## src/cidwl_pkg.sv

```systemverilog
package cidwl_pkg;

   localparam int ID_W    = 48;
   localparam int KEY_W   = 2 * ID_W;
   localparam int KIND_W  = 2;
   localparam int STAT_W  = 3;
   localparam int CNT_W   = 5;
   localparam int RSP_W   = 8;

   typedef logic [KIND_W-1:0] kind_type;
   typedef logic [STAT_W-1:0] status_type;
   typedef logic [CNT_W-1:0]  count_type;
   typedef logic [KEY_W-1:0]  key_type;

   localparam kind_type KIND_SAVE  = 2'd0;
   localparam kind_type KIND_CLEAR = 2'd1;
   localparam kind_type KIND_CHECK = 2'd2;

   localparam status_type STATUS_SAVED   = 3'd0;
   localparam status_type STATUS_FULL    = 3'd1;
   localparam status_type STATUS_CLEARED = 3'd2;
   localparam status_type STATUS_MATCH   = 3'd3;
   localparam status_type STATUS_NOMATCH = 3'd4;

   localparam count_type LIMIT_RESET = 5'd10;

endpackage

```

## src/card_id_whitelist_table.sv

```systemverilog
// Card ID whitelist table: a list of 96-bit card IDs with a stored count.
// req channel: tuser = kind (save, clear, check), tdata = id_high then id_low.
// rsp channel: tuser = status, tdata = card count after the request.
// csr channel: writes card_limit (5 bits); write only while the block is idle.
// Save appends at the count unless count >= min(card_limit, CAPACITY);
// clear zeroes the count, entries stay stale; check walks entries 0..count-1.
// IDs live in one synchronous RAM (CAPACITY x 96 bits, registered read).
// Save, clear, unknown kinds and a check on an empty list go from accept to
// the DONE state and then to the output register; a check on a nonempty list
// first runs the SCAN state, one RAM read a cycle, until a hit or the last entry.
// One request is in flight at a time; req_tready is high only when idle, so
// the next request is taken only after the last one leaves the DONE state.
// The finished response sits in an output register; if rsp_tready is low the
// response holds there and the next request may already be accepted and run,
// its result waiting internally until the output register frees up.
// Reset (synchronous, active high): count 0, card_limit 10, both channels
// empty. The RAM is not cleared; only counted (written) entries are compared.
module card_id_whitelist_table #(
   parameter int CAPACITY = 16
) (
   input  logic                     clock,
   input  logic                     reset,
   // config write
   input  logic                     csr_valid,
   output logic                     csr_ready,
   input  cidwl_pkg::count_type     csr_data,     // [4:0] card_limit
   // requests
   input  logic                     req_tvalid,
   output logic                     req_tready,
   input  cidwl_pkg::key_type       req_tdata,    // [47:0] id_high, [95:48] id_low
   input  cidwl_pkg::kind_type      req_tuser,    // [1:0] kind
   // responses
   output logic                     rsp_tvalid,
   input  logic                     rsp_tready,
   output logic [7:0]               rsp_tdata,    // [4:0] card_count, [7:5] zero
   output cidwl_pkg::status_type    rsp_tuser     // [2:0] status
);
   import cidwl_pkg::*;

   localparam int IDX_W  = (CAPACITY > 1) ? $clog2(CAPACITY) : 1;
   localparam int SCAN_W = IDX_W + 1;
   localparam logic [6:0] CAP_V = 7'(CAPACITY);

   localparam logic [1:0] ST_IDLE = 2'd0;
   localparam logic [1:0] ST_SCAN = 2'd1;
   localparam logic [1:0] ST_DONE = 2'd2;

   // ID storage: entry n = {id_low, id_high}
   key_type card_mem [CAPACITY];

   logic [1:0]        state_ff, state_in;
   count_type         count_ff, count_in;
   count_type         limit_ff;
   logic [SCAN_W-1:0] scan_ff, scan_in;
   key_type           key_ff;
   key_type           rd_ff;
   status_type        res_ff, res_in;
   logic              rsp_valid_ff, rsp_valid_in;
   status_type        rsp_status_ff;
   count_type         rsp_count_ff;

   logic              req_fire;
   logic              list_full;
   logic              mem_we;
   logic [IDX_W-1:0]  rd_addr;
   logic              out_free;
   logic              scan_last;

   assign req_tready = (state_ff == ST_IDLE);
   assign req_fire   = req_tvalid && req_tready;
   assign csr_ready  = 1'b1;
   assign out_free   = !rsp_valid_ff || rsp_tready;

   // full when count reaches the smaller of card_limit and CAPACITY
   assign list_full = (count_ff >= limit_ff) || (7'(count_ff) >= CAP_V);
   assign mem_we    = req_fire && (req_tuser == KIND_SAVE) && !list_full;
   // scan_ff names the entry now in rd_ff; is it the last counted one?
   assign scan_last = (7'(scan_ff) + 7'd1) >= 7'(count_ff);

   always_comb begin
      state_in = state_ff;
      count_in = count_ff;
      scan_in  = scan_ff;
      res_in   = res_ff;
      rd_addr  = '0;
      case (state_ff)
         ST_IDLE: begin
            if (req_fire) begin
               state_in = ST_DONE;
               scan_in  = '0;
               case (req_tuser)
                  KIND_SAVE: begin
                     if (list_full) begin
                        res_in = STATUS_FULL;
                     end else begin
                        res_in   = STATUS_SAVED;
                        count_in = count_ff + 5'd1;
                     end
                  end
                  KIND_CLEAR: begin
                     res_in   = STATUS_CLEARED;
                     count_in = '0;
                  end
                  KIND_CHECK: begin
                     res_in = STATUS_NOMATCH;
                     if (count_ff != '0) begin
                        state_in = ST_SCAN;   // entry 0 read issued this cycle
                     end
                  end
                  default: begin
                     res_in = STATUS_NOMATCH;
                  end
               endcase
            end
         end
         ST_SCAN: begin
            rd_addr = IDX_W'(scan_ff + SCAN_W'(1));
            if (rd_ff == key_ff) begin
               res_in   = STATUS_MATCH;
               state_in = ST_DONE;
            end else if (scan_last) begin
               res_in   = STATUS_NOMATCH;
               state_in = ST_DONE;
            end else begin
               scan_in = scan_ff + SCAN_W'(1);
            end
         end
         ST_DONE: begin
            if (out_free) begin
               state_in = ST_IDLE;
            end
         end
         default: begin
            state_in = ST_IDLE;
         end
      endcase
   end

   always_comb begin
      rsp_valid_in = rsp_valid_ff;
      if (state_ff == ST_DONE && out_free) begin
         rsp_valid_in = 1'b1;
      end else if (rsp_tready) begin
         rsp_valid_in = 1'b0;
      end
   end

   // RAM: one write, one registered read per cycle
   always_ff @(posedge clock) begin
      if (mem_we) begin
         card_mem[IDX_W'(count_ff)] <= req_tdata;
      end
      rd_ff <= card_mem[rd_addr];
   end

   always_ff @(posedge clock) begin
      if (reset) begin
         state_ff     <= ST_IDLE;
         count_ff     <= '0;
         limit_ff     <= LIMIT_RESET;
         rsp_valid_ff <= 1'b0;
      end else begin
         state_ff     <= state_in;
         count_ff     <= count_in;
         rsp_valid_ff <= rsp_valid_in;
         if (csr_valid && csr_ready) begin
            limit_ff <= csr_data;
         end
      end
   end

   // payload registers
   always_ff @(posedge clock) begin
      scan_ff <= scan_in;
      res_ff  <= res_in;
      if (req_fire) begin
         key_ff <= req_tdata;
      end
      if (state_ff == ST_DONE && out_free) begin
         rsp_status_ff <= res_ff;
         rsp_count_ff  <= count_ff;
      end
   end

   assign rsp_tvalid = rsp_valid_ff;
   assign rsp_tuser  = rsp_status_ff;
   assign rsp_tdata  = {(RSP_W - CNT_W)'(0), rsp_count_ff};

endmodule

```

## config.mk

```make
export PLATFORM = sky130hd
export DESIGN_NAME = card_id_whitelist_table
export DESIGN_NICKNAME = d
export VERILOG_FILES = /design/src/cidwl_pkg.sv /design/src/card_id_whitelist_table.sv
export SDC_FILE = /design/constraint.sdc
export NUM_CORES = 2
export LEC_CHECK = 0
export BUFFER_PORTS_ARGS = -buffer_cell sky130_fd_sc_hd__buf_2
export CAP_MARGIN = 20
export CORE_ASPECT_RATIO = 1.2
export CORE_MARGIN = 5
export CORE_UTILIZATION = 48
export CTS_BUF_LIST = sky130_fd_sc_hd__clkbuf_4 sky130_fd_sc_hd__clkbuf_8 sky130_fd_sc_hd__clkbuf_16
export DETAILED_ROUTE_END_ITERATION = 8
export GPL_ROUTABILITY_DRIVEN = 1
export PLACE_DENSITY_LB_ADDON = 0.05
export SLEW_MARGIN = 20
export SYNTH_ARGS = -nofsm -noshare
export SYNTH_HDL_FRONTEND = slang
export SYNTH_SLANG_ARGS = --single-unit
```

## constraint.sdc

```tcl
create_clock -name clock -period 21.5 [get_ports clock]
set_input_delay 4.3 -clock clock [delete_from_list [all_inputs] [get_ports clock]]
set_output_delay 4.3 -clock clock [all_outputs]
set_load 0.005 [all_outputs]
```

## Yosys cells after proc, flatten, opt, wreduce, memory -nomap -nowiden

Memory sizes are Yosys's and may differ from the RTL's. A register that Yosys moved wholly into a read port is not among the register bits.
Index checks and enable logic that the tools add are counted.

| word-level totals | value |
|---|---|
| flip-flop bits (word level) | 125 |
| memory bits (writable) | 1536 |
| bits of input ports | 108 |
| output and inout port bits | 14 |
| word-level logic and storage cells | 69 |
| memories kept | 1 |

Memory list:

| memory | words | width | read ports | clocked after Yosys merged registers in | wr ports | line | text |
|---|---|---|---|---|---|---|---|
| card_mem | 16 | 96 | 1 | 1 | 1 | card_id_whitelist_table.sv:49 | `key_type card_mem [CAPACITY];` |

| operators by class | value |
|---|---|
| add/subtract/negate cells | 3 |
| $lt $le $gt $ge | 3 |
| equal/unequal tests | 11 |
| muxes and demuxes | 24 |
| reduce and logical (&&, ||, !) cells | 18 |

Operators by type and width:

| operator | number |
|---|---|
| == test 96 bit | 1 |
| 2-to-1 mux 5 bit | 4 |
| case mux 5 bit (2 select lines) | 2 |
| 2-to-1 mux 2 bit | 6 |
| case mux 3 bit (2 select lines) | 2 |
| adder 5 x 1 -> 5 bit (second input constant) | 2 |
| 2-to-1 mux 3 bit | 3 |
| inequality test 2 bit (second input constant) | 4 |
| AND reduction 4 bit | 2 |
| adder 5 x 1 -> 6 bit (second input constant) | 1 |
| greater-or-equal comparator 6 x 5 -> 1 bit | 1 |
| case mux 2 bit (3 select lines) | 1 |
| AND reduction 3 bit | 2 |
| nonzero test 2 bit | 3 |
| greater-or-equal comparator 5 bit | 1 |
| greater-or-equal comparator 5 bit (second input constant) | 1 |
| 2-to-1 mux 1 bit | 5 |
| nonzero test 5 bit | 1 |
| == test 2 x 1 -> 1 bit (second input constant) | 2 |
| == test 2 bit (second input constant) | 2 |
| logical AND 1 bit | 4 |
| logical NOT 2 bit | 2 |
| 2-to-1 mux 4 bit | 1 |
| inequality test 3 bit (second input constant) | 1 |
| other kinds (3) | 5 |

## Longest topological paths before layout

| logic depth | value |
|---|---|
| depth in word-level cells | 6 |
| depth in mapped cells | 11 |
| depth with buffers taken out | 9 |

## Least setup slack after synthesis

No wires, ideal clock.

| timing | value |
|---|---|
| path kind | input port to flip-flop |
| start point | in req_tvalid |
| end point | mem card_mem[10][0] (netlist name) (enable) |
| library setup time | 668 ps |
| arrival time | 11432 ps |
| required time | 20832 ps |
| slack | 9400 ps |
| cell stages on the path | 4 |
| buffers on the path | 0 |
| cell sequence | nand2_1 nor3_1 o211ai_1 nor3_1 |

| on the way | value |
|---|---|
| word-level cells in the longest chain between the ends | 5 |

RTL lines:

| what | line | text |
|---|---|---|
| from (decl) | card_id_whitelist_table.sv:28 | `input logic req_tvalid,` |
| logical AND 1 bit | card_id_whitelist_table.sv:70 | `assign req_fire = req_tvalid && req_tready;` |
| logical AND 1 bit (2 in series) | card_id_whitelist_table.sv:76 | `assign mem_we = req_fire && (req_tuser == KIND_SAVE) && !list_full;` |
| 2-to-1 mux 1 bit | card_id_whitelist_table.sv:150 | `if (mem_we) begin` |
| 2-to-1 mux 1 bit (implied by the code) | card_id_whitelist_table.sv:151 | `card_mem[IDX_W'(count_ff)] <= req_tdata;` |
| to (decl) | card_id_whitelist_table.sv:49 |  |

No other way between the ends.

## Worst setup path after layout

| timing | value |
|---|---|
| start point | in req_tvalid |
| end point | mem card_mem[4][76] (netlist name) (enable) |

Same word-level chain as after synthesis.

==> results.md <==
* Status: finished, final reports clean
* Total gr overflow at 0
* P_leak at 24.1 nW
* Register area share after synthesis at 75.0%
* Post-CTS repair timing setup buffer count at 0
* Power share of the clock group at 42.8%
* Die height at 425 µm
* PwrDens at 92.6 nW/µm²
* # hold bufs at CTS at 0
* Cells after Synth at 4337
* Routed vias at 37387
* DRC viols at 0
* Min Hold Slack at 0.413 ns
* Synth Area in Adders at 0.272%
* Initial antenna violation count at 29
* Number of fill cells in the layout at 11515
* CTS resizes at 0
* Post-synthesis mux area share at 8.95%
* Post-synth ARST share at 0%
* #FFs+latches synth at 1757
* FMAX at 0.139 GHz
* Total CTS buffers at 174
* Worst path arrival time at 7.59 ns
* Drt pass-1 iters at 5
* Vias in the first global route at 37150
* Largest net degree at the start of global routing at 154
* Clk slew on worst S/H paths at 0.06 ns
* GRT Util Overall at 22.9%
* Cell taking the most area after synthesis: edfxtp_1
* Critical Path End Type: flop
* Post-DRT Antenna Nets at 0
* CTS sink count at 1757
* Max cap viols at 0
* Compound-cell area share of the yosys netlist at 9.52%
* Multi-input gate area at 16000 µm²
* Simple-gate share of the synthesized area at 2.92%
* Initial drt markers at 2926
* Comb pwr share at 4.3%
* First-pass GRT wire length at 255000 µm
* Final Net Count at 4533
* Die Span X at 356 µm
* Post-synth top area share at 71.8%
* Most common cell in the netlist: edfxtp_1
* Sw Share at 20.9%
* Final setup viols at 0
* Layout area overhead at 12.1%
* Clock Skews at 0.0250 ns
* Share of the clock period used by the worst path at 33.4%
* Post-synth top flop: edfxtp_1
* Layout cells sized above 1 at 17.8%
* Shortest period the worst path allows at 7.19 ns
* RSZ-0062 raised after global routing: no
* Synth area leaders: edfxtp_1, mux2_2, mux2i_1, a21oi_1, dfxtp_1
* EDFF count, synth at 1648
* CORE AREA at 143000 µm²
* H-tree depth at 4
* Worst-path maximum fanout at 50
* Slew @ Worst Pin at 1.17 ns
* Starting Density at 48.2%
* Ys Warns at 0
* Vias/cell at 5.76
* I/O Pins at 122
* Die Footprint at 151000 µm²
* RePlAce Congestion at 0.739
* Combinational family with the most area after synthesis: compound AO/OA/AOI/OAI gates
* Critical path required time at 21.90 ns
* Sequential Power Share at 52.9%
* Final Hold Fails at 0
* Clk_lat worst skew at 0.81 ns
* Maximum VDD drop at 0.0834 mV
* Synth Area per Inst at 15.9 µm²
* Crit path launch type: primary input
* Port Buffer Count at 117
* TritonCTS clock tree: built
* Synthesized cell area at 68900 µm²
* Final Cell Area at 77200 µm²
* Final setup TNS at 0 ns
* Routed WL at 174000 µm
* Register area at 51700 µm²
* CTS Buffer Depth at 3
* Max Slew Vio Count at 0
* Switching pwr at 1.49 mW
* Count of different cell masters after synthesis at 48
* Core Rows at 152
* Commonest cells in the netlist: edfxtp_1, a21oi_1, mux2i_1, mux2_2, o21ai_1
* Worst hold path type: reg -> reg
* DP HPWL at 89100 µm
* Post-Synth XOR/XNOR Area at 1.26%
* Pint at 5.65 mW
* Routed len/inst at 26.9 µm
* Dpl cell area at 71300 µm²
* CTS root buf: clkbuf_16
* Worst Path Class, Setup: in -> reg
* Slew headroom at 22.3%
==> logic make-up (layout without fill, tap and decap cells) <==
| family | count (synthesis) | in the layout |
|---|---|---|
| compound gates | 1179 | 1179 |
| xor+xnor | 99 | 99 |
| fa+ha+maj | 15 | 15 |
| buf+inv | 311 | 532 |
| flops | 1757 | 1757 |
| mux | 580 | 580 |
| other cells | 2 | 11 |
| simple gates | 394 | 394 |
==> worst paths after layout <==
path	start	end	slack [ns]	cells after the start
worst max-delay path	req_tvalid	card_mem[4][76]$_DFFE_PP_	14.31	8
worst min-delay path	res_ff[2]$_DFFE_PP_	rsp_tuser[2]$_DFFE_PP_	0.41	0
worst max register to register	count_ff[0]$_SDFFE_PP0P_	card_mem[4][76]$_DFFE_PP_	16.89	10
worst min register to register	res_ff[2]$_DFFE_PP_	rsp_tuser[2]$_DFFE_PP_	0.41	0
==> power by group through the flow <==
stage / Combinational, mW / Clock [mW] / Sequential [mW]
5_1_grt: 0.333 / 3.27 / 3.78
4_1_cts: 0.311 / 3.12 / 3.78
2_1_floorplan: 0.169 / 0 / 3.86
6_report: 0.306 / 3.06 / 3.78
3_3_place_gp: 0.308 / 0 / 3.86
3_5_place_dp: 0.311 / 0 / 3.86
==> stage by stage <==
stage	util, %	power [mW]	instances	setup WS (ns)
detailed placement	50.0	4.17	6159	13.40
CTS	54.0	7.21	6485	14.26
finish	54.1	7.15	6492	14.31
global route	54.0	7.39	6489	14.13
global placement	49.9	4.16	6158	13.47
floorplan	-	4.03	4339	9.40
==> registers in the layout, indices dropped and copies added (netlist names) <==
name	count
res_ff	3
rsp_count_ff	5
state_ff	2
rsp_tvalid	1
rd_ff	96
rsp_tuser	3
scan_ff	5
limit_ff	5
card_mem	1536
count_ff	5
key_ff	96
==> critical path: stages <==
cell	delay (ns)
buf_2	0.10
nand2_1	0.17
nor3_1	0.25
o211a_1	0.31
nand2_1	0.25
nor2_4	0.56
buf_4	0.62
buf_4	0.85
==> layout by cell type, fill, tap and decap left out, types with 8 or more instances in the layout <==
cell type  Yosys  layout
edfxtp_1    1648    1648
nor3_2         0       8
buf_4         28      63
buf_12         0       9
dfxtp_1      109     109
nand3b_1      97      97
nor2_1       109     104
ha_1          15      14
mux2_2       288     288
o211ai_1     100     100
clkbuf_8       0      24
clkinv_2       0      28
buf_2         91     117
a221oi_1      96      96
o21ai_1      223     223
clkinv_1       0      21
nand2_1      114     113
clkbuf_16      0     180
o21ai_0      165     165
xnor2_1       98      98
inv_1         16      15
clkbuf_4       0      52
nand3_1        8       8
bufinv_16      0       9
mux2i_1      292     292
nand4_1       25      25
a21oi_1      580     580
==> cell type report <==
| class | count | share of cell area (%) |
|---|---|---|
| clock inverter | 70 | 0.789 |
| antenna | 7 | 0.0227 |
| multi-input combinational | 2271 | 20.7 |
| tap | 1925 | 3.12 |
| inverter | 16 | 0.0843 |
| sequential | 1757 | 66.9 |
| clock buffer | 256 | 6.77 |
| timing repair buffer | 190 | 1.62 |
==> per-layer routing <==
layer	wire length, µm	vias to the layer above	global-route usage [%]
li1	-	17036	-
met1	76700	19221	32.0
met2	85000	873	38.0
met3	8610	245	3.41
met4	4180	12	6.30
met5	70	-	0
(Power assumes the default switching activity.)
